<file path="src/rtl/yrp_pkg.sv">
// ----------------------------------------------------------------------------
// yrp_pkg
// Shared types, format codes and chroma lookup tables for the 4:2:2 macropixel
// to RGB888 pair converter.
// ----------------------------------------------------------------------------
package yrp_pkg;

  typedef enum logic [1:0] {
    FMT_YUYV = 2'd0,
    FMT_UYVY = 2'd1,
    FMT_NV12 = 2'd2
  } pixel_fmt_t;

  typedef struct packed {
    logic [7:0] byte_zero;
    logic [7:0] byte_one;
    logic [7:0] byte_two;
    logic [7:0] byte_three;
  } in_item_t;

  typedef struct packed {
    logic [7:0] red_first;
    logic [7:0] green_first;
    logic [7:0] blue_first;
    logic [7:0] red_second;
    logic [7:0] green_second;
    logic [7:0] blue_second;
  } out_item_t;

  typedef struct packed {
    logic [7:0] red;
    logic [7:0] green;
    logic [7:0] blue;
  } pixel_t;

  // Luma samples of both pixel lanes and the chroma contributions they share
  typedef struct packed {
    logic [7:0]        y0;
    logic [7:0]        y1;
    logic signed [8:0] dr;
    logic signed [8:0] dg;
    logic signed [8:0] db;
  } chroma_out_t;

  localparam longint COEF_SCALE = 64'd1000000;
  localparam longint COEF_RV    = 64'd1402000;
  localparam longint COEF_BU    = 64'd1772000;
  localparam int     CHROMA_BIAS = 128;

  // Green path works on coefficients and divisor scaled down by 8 (exact)
  localparam logic signed [17:0] GU_K     = 18'sd43017;
  localparam logic signed [17:0] GV_K     = 18'sd89267;
  localparam logic [16:0]        G_DIV    = 17'd125000;
  // floor(2^24 / 125000): quotient estimate is exact or one low
  localparam logic [7:0]         G_RECIP  = 8'd134;
  localparam int                 G_SHIFT  = 24;

  typedef logic signed [8:0] delta_tab_t [256];

  // trunc(coef * (b - 128) / 10^6) for every chroma byte b
  function automatic delta_tab_t build_tab(input longint coef);
    delta_tab_t tab;
    longint     num;
    for (int i = 0; i < 256; i++) begin
      num = coef * longint'(i - CHROMA_BIAS);
      if (num < 0) begin
        tab[i] = 9'(-((-num) / COEF_SCALE));
      end else begin
        tab[i] = 9'(num / COEF_SCALE);
      end
    end
    return tab;
  endfunction

  localparam delta_tab_t DR_TAB = build_tab(COEF_RV);
  localparam delta_tab_t DB_TAB = build_tab(COEF_BU);

endpackage

</file>
<file path="src/rtl/yrp_chroma.sv">
// ----------------------------------------------------------------------------
// yrp_chroma
// Four-stage front end: byte-order decode, chroma table lookups and green
// product sum, reciprocal quotient estimate, quotient correction.
// ----------------------------------------------------------------------------
module yrp_chroma (
  input  logic                clk,
  input  logic                rst_n,
  input  yrp_pkg::pixel_fmt_t fmt,
  input  logic                in_valid,
  input  yrp_pkg::in_item_t   in_data,
  output logic                in_ready,
  output logic                out_valid,
  output yrp_pkg::chroma_out_t out_data,
  input  logic                out_ready
);
  import yrp_pkg::*;

  logic valid1_r, valid2_r, valid3_r, valid4_r;
  logic ready1, ready2, ready3, ready4;

  logic [7:0] s1_y0_r, s1_y1_r, s1_ub_r, s1_vb_r;
  logic [7:0] y0_dec, y1_dec, ub_dec, vb_dec;

  logic [7:0]        s2_y0_r, s2_y1_r;
  logic signed [8:0] s2_dr_r, s2_db_r;
  logic              s2_neg_r;
  logic [24:0]       s2_mag_r;
  logic signed [8:0] u_s, v_s;
  logic signed [26:0] gsum;

  logic [7:0]        s3_y0_r, s3_y1_r;
  logic signed [8:0] s3_dr_r, s3_db_r;
  logic              s3_neg_r;
  logic [24:0]       s3_mag_r;
  logic [7:0]        s3_q_r;
  logic [32:0]       qprod;

  logic [7:0]        s4_y0_r, s4_y1_r;
  logic signed [8:0] s4_dr_r, s4_db_r, s4_dg_r;
  logic [24:0]       rem;
  logic [7:0]        q_fix;

  // A stage loads when empty or when its contents move on
  assign ready4   = !valid4_r || out_ready;
  assign ready3   = !valid3_r || ready4;
  assign ready2   = !valid2_r || ready3;
  assign ready1   = !valid1_r || ready2;
  assign in_ready = ready1;

  always_comb begin
    unique case (fmt)
      FMT_UYVY: begin
        ub_dec = in_data.byte_zero;
        y0_dec = in_data.byte_one;
        vb_dec = in_data.byte_two;
        y1_dec = in_data.byte_three;
      end
      FMT_NV12: begin
        y0_dec = in_data.byte_zero;
        y1_dec = in_data.byte_one;
        ub_dec = in_data.byte_two;
        vb_dec = in_data.byte_three;
      end
      default: begin
        // unused code decodes as YUYV
        y0_dec = in_data.byte_zero;
        ub_dec = in_data.byte_one;
        y1_dec = in_data.byte_two;
        vb_dec = in_data.byte_three;
      end
    endcase
  end

  assign u_s  = $signed({1'b0, s1_ub_r}) - $signed(9'd128);
  assign v_s  = $signed({1'b0, s1_vb_r}) - $signed(9'd128);
  assign gsum = GU_K * u_s + GV_K * v_s;

  assign qprod = s2_mag_r * G_RECIP;

  assign rem   = s3_mag_r - 25'(s3_q_r) * 25'(G_DIV);
  assign q_fix = (rem >= 25'(G_DIV)) ? s3_q_r + 8'd1 : s3_q_r;

  always_ff @(posedge clk) begin
    if (!rst_n) begin
      valid1_r <= 1'b0;
      valid2_r <= 1'b0;
      valid3_r <= 1'b0;
      valid4_r <= 1'b0;
    end else begin
      if (ready1) begin
        valid1_r <= in_valid;
      end
      if (ready2) begin
        valid2_r <= valid1_r;
      end
      if (ready3) begin
        valid3_r <= valid2_r;
      end
      if (ready4) begin
        valid4_r <= valid3_r;
      end
    end
  end

  always_ff @(posedge clk) begin
    if (ready1) begin
      s1_y0_r <= y0_dec;
      s1_y1_r <= y1_dec;
      s1_ub_r <= ub_dec;
      s1_vb_r <= vb_dec;
    end
    if (ready2) begin
      s2_y0_r  <= s1_y0_r;
      s2_y1_r  <= s1_y1_r;
      s2_dr_r  <= DR_TAB[s1_vb_r];
      s2_db_r  <= DB_TAB[s1_ub_r];
      s2_neg_r <= gsum[26];
      s2_mag_r <= gsum[26] ? 25'(-gsum) : 25'(gsum);
    end
    if (ready3) begin
      s3_y0_r  <= s2_y0_r;
      s3_y1_r  <= s2_y1_r;
      s3_dr_r  <= s2_dr_r;
      s3_db_r  <= s2_db_r;
      s3_neg_r <= s2_neg_r;
      s3_mag_r <= s2_mag_r;
      s3_q_r   <= qprod[G_SHIFT+7:G_SHIFT];
    end
    if (ready4) begin
      s4_y0_r <= s3_y0_r;
      s4_y1_r <= s3_y1_r;
      s4_dr_r <= s3_dr_r;
      s4_db_r <= s3_db_r;
      // apply sign after truncating the magnitude
      s4_dg_r <= s3_neg_r ? -$signed({1'b0, q_fix}) : $signed({1'b0, q_fix});
    end
  end

  assign out_valid   = valid4_r;
  assign out_data.y0 = s4_y0_r;
  assign out_data.y1 = s4_y1_r;
  assign out_data.dr = s4_dr_r;
  assign out_data.dg = s4_dg_r;
  assign out_data.db = s4_db_r;

endmodule

</file>
<file path="src/rtl/yrp_lane.sv">
// ----------------------------------------------------------------------------
// yrp_lane
// One pixel lane: add the red and blue chroma contributions to a luma sample,
// subtract the green one, and clamp each component to 0..255.
// ----------------------------------------------------------------------------
module yrp_lane (
  input  logic [7:0]        luma,
  input  logic signed [8:0] dr,
  input  logic signed [8:0] dg,
  input  logic signed [8:0] db,
  output yrp_pkg::pixel_t   pix
);
  import yrp_pkg::*;

  logic signed [10:0] y_s, r_s, g_s, b_s;

  function automatic logic [7:0] clamp_pix(input logic signed [10:0] c);
    logic [7:0] res;
    priority if (c < 0) begin
      res = 8'd0;
    end else if (c > 11'sd255) begin
      res = 8'd255;
    end else begin
      res = c[7:0];
    end
    return res;
  endfunction

  assign y_s = $signed({3'b000, luma});
  assign r_s = y_s + {{2{dr[8]}}, dr};
  assign g_s = y_s - {{2{dg[8]}}, dg};
  assign b_s = y_s + {{2{db[8]}}, db};

  assign pix.red   = clamp_pix(r_s);
  assign pix.green = clamp_pix(g_s);
  assign pix.blue  = clamp_pix(b_s);

endmodule

</file>
<file path="src/rtl/yuv422_to_rgb_pair_unit.sv">
// An accepted input transaction passes the four front-end stage registers and
// the output register before out_valid. Throughput: one macropixel per cycle
// while out_stall is low; each stage holds one transaction and advances independently.
// Reset (synchronous, rst_n low) empties the pipeline and sets the format
// register to YUYV.
// ----------------------------------------------------------------------------
// yuv422_to_rgb_pair_unit
// BT.601 full-range 4:2:2 macropixel to two RGB888 pixels, one lane per pixel.
// ----------------------------------------------------------------------------
module yuv422_to_rgb_pair_unit (
  input  logic               clk,
  input  logic               rst_n,
  input  logic               cfg_we,
  input  logic [1:0]         cfg_wdata,
  input  logic               in_valid,
  output logic               in_stall,
  input  yrp_pkg::in_item_t  in_data,
  output logic               out_valid,
  input  logic               out_stall,
  output yrp_pkg::out_item_t out_data
);
  import yrp_pkg::*;

  pixel_fmt_t  fmt_r;
  logic        front_ready;
  logic        chroma_valid;
  chroma_out_t chroma;
  pixel_t      pix_first, pix_second;
  logic        out_valid_r;
  out_item_t   out_data_r;
  logic        out_ready;

  assign out_ready = !out_valid_r || !out_stall;

  always_ff @(posedge clk) begin
    if (!rst_n) begin
      fmt_r <= FMT_YUYV;
    end else if (cfg_we) begin
      fmt_r <= pixel_fmt_t'(cfg_wdata);
    end
  end

  yrp_chroma u_chroma (
    .clk       (clk),
    .rst_n     (rst_n),
    .fmt       (fmt_r),
    .in_valid  (in_valid),
    .in_data   (in_data),
    .in_ready  (front_ready),
    .out_valid (chroma_valid),
    .out_data  (chroma),
    .out_ready (out_ready)
  );

  yrp_lane u_lane_first (
    .luma (chroma.y0),
    .dr   (chroma.dr),
    .dg   (chroma.dg),
    .db   (chroma.db),
    .pix  (pix_first)
  );

  yrp_lane u_lane_second (
    .luma (chroma.y1),
    .dr   (chroma.dr),
    .dg   (chroma.dg),
    .db   (chroma.db),
    .pix  (pix_second)
  );

  // Merge both lanes into the output register
  always_ff @(posedge clk) begin
    if (!rst_n) begin
      out_valid_r <= 1'b0;
    end else if (out_ready) begin
      out_valid_r <= chroma_valid;
    end
  end

  always_ff @(posedge clk) begin
    if (out_ready) begin
      out_data_r.red_first    <= pix_first.red;
      out_data_r.green_first  <= pix_first.green;
      out_data_r.blue_first   <= pix_first.blue;
      out_data_r.red_second   <= pix_second.red;
      out_data_r.green_second <= pix_second.green;
      out_data_r.blue_second  <= pix_second.blue;
    end
  end

  assign in_stall  = !front_ready;
  assign out_valid = out_valid_r;
  assign out_data  = out_data_r;

endmodule
</file>
<file path="config.mk">
export PLATFORM = sky130hd
export DESIGN_NAME = yuv422_to_rgb_pair_unit
export DESIGN_NICKNAME = d
export VERILOG_FILES = /design/src/rtl/yrp_pkg.sv /design/src/rtl/yrp_chroma.sv /design/src/rtl/yrp_lane.sv /design/src/rtl/yuv422_to_rgb_pair_unit.sv
export SDC_FILE = /design/constraint.sdc
export NUM_CORES = 1
export LEC_CHECK = 0
export ABC_AREA = 1
export BUFFER_PORTS_ARGS = -buffer_cell sky130_fd_sc_hd__buf_2
export CORE_MARGIN = 10
export CORE_UTILIZATION = 59
export DETAILED_ROUTE_END_ITERATION = 10
export PLACE_DENSITY = 0.76
export SLEW_MARGIN = 20
export SYNTH_ARGS = -nofsm -noshare
export SYNTH_HDL_FRONTEND = slang
export SYNTH_HIERARCHICAL = 1
export SYNTH_SLANG_ARGS = --single-unit
</file>
<file path="constraint.sdc">
create_clock -name clk -period 7.88 [get_ports clk]
set_input_delay 1.576 -clock clk [delete_from_list [all_inputs] [get_ports clk]]
set_output_delay 1.576 -clock clk [all_outputs]
set_load 0.005 [all_outputs]
</file>
==> results_dict.tcl <==
set metrics [dict create \
    post_cts_resized 0 \
    yosys.cell_count.top_type "nand2_1" \
    finalWirelength_um 69300 \
    vias 22711 \
    r2r-start "u_chroma/s1_vb_r[2]$_DFFE_PP_" \
    cp-end-kind "flop" \
    yosys-top-cells-area "edfxtp_1 28%, ha_1 17%, nand2_1 10%, inv_1 9.1%, fa_1 8.9%" \
    first_global_vias 22377 \
    die_area_um2 54000 \
    crit_path_top_delay_cell "fa_1" \
    maxSlewViolCount 0 \
    slew_headroom_pct 28.2 \
    dr.first_iter.drc_count 1720 \
    viasPerCell 5.61 \
    yosysUniqueCellTypes 65 \
    critPathArrivalTime_ns 7.01 \
    ant_nets 0 \
    synth_warnings 6 \
    h-tree-depth 1 \
    synth_fp_nets 3858 \
    grt_pass1_wl_um 112000 \
    finalHoldViolCount 0 \
    crit_type "flop to flop" \
    portBuffers 88 \
    crit_required_ns 8.22 \
    cp_max_fo 32 \
    grtUsageTotal_pct 25.3 \
    cp_slowest_stage_delay_ns 0.54 \
    cts_tree "built" \
    async_reset_ff_share_pct 0 \
    crit_path_frequent_cell "nand2_1" \
    postSynthCellCount 3334 \
    hold_end "u_chroma/s4_db_r[4]$_DFFE_PP_" \
    synth_ff_type "edfxtp_1" \
    antenna_found_initial 2 \
    netlist_top_cells_count "738 x nand2_1, 644 x inv_1, 366 x ha_1" \
    tightest_slew_ns 1.08 \
    post-route-util_pct 64.9 \
    clock_latency_ns 0.60 \
    cts_max_path_buffers 3 \
    drive_gt1_share_pct 8.31 \
    cts_made_buffers 30 \
    fp-row-count 77 \
    start_kind "flop" \
    rsz0062_at_grt "no" \
    yosysSeqAreaShare_pct 28.8 \
    clk_pin_slew_ns 0.06 \
    ctsHoldBuffers 0 \
    rr_endpoint "u_chroma/s2_mag_r[23]$_DFFE_PP_" \
    final_nets 3952 \
    fin_skew_ns 0.0216 \
    overflow 0 \
    numClockSinks 258 \
    die_w_um 232 \
    cts_setup_buffers 0 \
    hpwlAfterDp_um 55800 \
    area_growth_pct 8.19 \
    syn-cell-area_um2 26600 \
    synth_area_per_cell_um2 7.99 \
    start_util_pct 59.9 \
    drc 0 \
    gp_congestion 0.968 \
    yosys.area.top_type "edfxtp_1" \
    die_h_um 232 \
    maxCapViolations 0 \
    rrSetupSlack_ns 1.21 \
    clock-root-buffer "clkbuf_16" \
    setup_slack_ns 1.21 \
    min_from "u_chroma/s3_db_r[4]$_DFFE_PP_" \
    rr_worst_depth 30 \
    wire_per_inst_um 17.1 \
    hp-class "flop to flop" \
    synth-seq-cells 258 \
    dr.pass1.iters 7 \
    core_area_um2 44400 \
    synth_top_area_share_pct 28.3 \
    post-route-period-util_pct 84.7 \
    fin_setup_tns_ns 0 \
    io_pins 89 \
    finalCriticalPeriod_ns 6.67 \
    grt_max_degree 70 \
    post-place-ws_ns 1.25 \
    fmaxAchievable_mhz 150 \
    status "complete, no violations" \
    hold-path-cell-count 0 \
    synth-edff-count 251 \
    finalSetupViolCount 0 \
]
-- placed cells by master (no fill, tap or decap), types with 5 or more instances in the layout --
cell type and count:
o21ai_2 6, nor2_1 209, nor2_4 6, a31oi_1 14, nand2_2 33, o22ai_1 25, o31ai_1 7, fa_1 119
inv_2 25, nand2_1 737, nor3_1 25, o2111ai_1 5, o221ai_1 7, a21boi_1 5, clkbuf_16 30, inv_1 642
nor2_2 13, nand3_1 178, edfxtp_1 251, nor4_1 5, buf_2 88, xnor2_1 32, o21ai_0 164, o211ai_1 19
nand3_2 9, or2_2 12, xor2_1 60, ha_1 366, clkinv_1 9, buf_4 26, dfxtp_1 7, a21oi_1 168
o21bai_1 5, a221oi_1 7, nand4_1 43, a21o_1 8, a21boi_0 5, nand3b_1 12
-- state kept, by name, indices dropped and copies added, names as in the netlist, 2 cells and up --
| register | count |
|---|---|
| u_chroma/s1_ub_r | 8 |
| u_chroma/s1_vb_r | 8 |
| u_chroma/s2_y0_r | 8 |
| u_chroma/s4_dr_r | 9 |
| u_chroma/s3_dr_r | 9 |
| u_chroma/s3_db_r | 9 |
| u_chroma/s4_dg_r | 9 |
| u_chroma/s2_mag_r | 25 |
| u_chroma/s4_y0_r | 8 |
| u_chroma/s4_db_r | 9 |
| u_chroma/s2_dr_r | 9 |
| u_chroma/s3_q_r | 8 |
| u_chroma/s3_y1_r | 8 |
| fmt_r | 2 |
| u_chroma/s1_y1_r | 8 |
| u_chroma/s3_mag_r | 25 |
| u_chroma/s1_y0_r | 8 |
| u_chroma/s2_db_r | 9 |
| out_data | 48 |
| u_chroma/s4_y1_r | 8 |
| u_chroma/s2_y1_r | 8 |
| u_chroma/s3_y0_r | 8 |
-- critical path: cells and delay by family, from the launching register on --
family                     cells  cell delay (ns)
buffers and inverters          7             0.72
DFF                            1             0.32
xor gates and xnor gates       1             0.37
and+or+nand+nor               10             1.09
AOI/OAI and AO/OA              4             0.76
adders and majority gates      8             3.14
-- worst max-delay path by stage --
stage,startpoint,endpoint,slack (ns),cells after the start
final,u_chroma/s1_vb_r[2]$_DFFE_PP_,u_chroma/s2_mag_r[23]$_DFFE_PP_,1.21,30
after global routing,u_chroma/s1_vb_r[0]$_DFFE_PP_,u_chroma/s2_mag_r[21]$_DFFE_PP_,0.66,26
after CTS,u_chroma/s1_vb_r[0]$_DFFE_PP_,u_chroma/s2_mag_r[21]$_DFFE_PP_,1.21,26
after detailed placement,u_chroma/s1_vb_r[0]$_DFFE_PP_,u_chroma/s2_mag_r[21]$_DFFE_PP_,1.25,26
after global placement,u_chroma/s1_vb_r[2]$_DFFE_PP_,u_chroma/s2_mag_r[24]$_DFFE_PP_,1.44,30
after floorplan,out_stall,in_stall,0.009,8
-- per-layer routing --
metal	part of all wire, %	GRT usage [%]	vias up	wire length, µm
met2	47	42.7	826	32900
li1	-	-	11105	-
met5	0.017	0	-	12
met3	7.1	3.32	150	4940
met1	42	32.3	10628	29000
met4	3.5	10.3	2	2430
-- final cells by class --
class,count,area [µm²]
fillers,3834,15600
multi-input cells,2352,16200
inverters,671,2520
repair buffers,115,656
flip-flops and latches,258,7680
diodes,2,5.00
clock inverters,22,220
well taps,592,741
clock buffers,34,766
-- logic make-up after synthesis --
kind of cell	synth area share, %
AND/OR/NAND/NOR	21.3
XOR/XNOR	3.03
buffers and inverters	10.2
AO/OA/AOI/OAI	10.5
flip-flops	28.8
adder cells (fa/ha/maj)	26.1
-- per-stage QoR --
| step | std cells | hold slack, ns | area, µm² |
|---|---|---|---|
| floorplan | 3334 | 0.400 | 26600 |
| global placement | 3988 | 0.401 | 27800 |
| detailed placement | 3988 | 0.405 | 27800 |
| CTS | 4044 | 0.415 | 28800 |
| global route | 4045 | 0.423 | 28800 |
| finish | 4046 | 0.413 | 28800 |
Power is left out: the tool's default activity adds up to more than one toggle a clock period on the data nets, which glitch-free logic cannot reach.
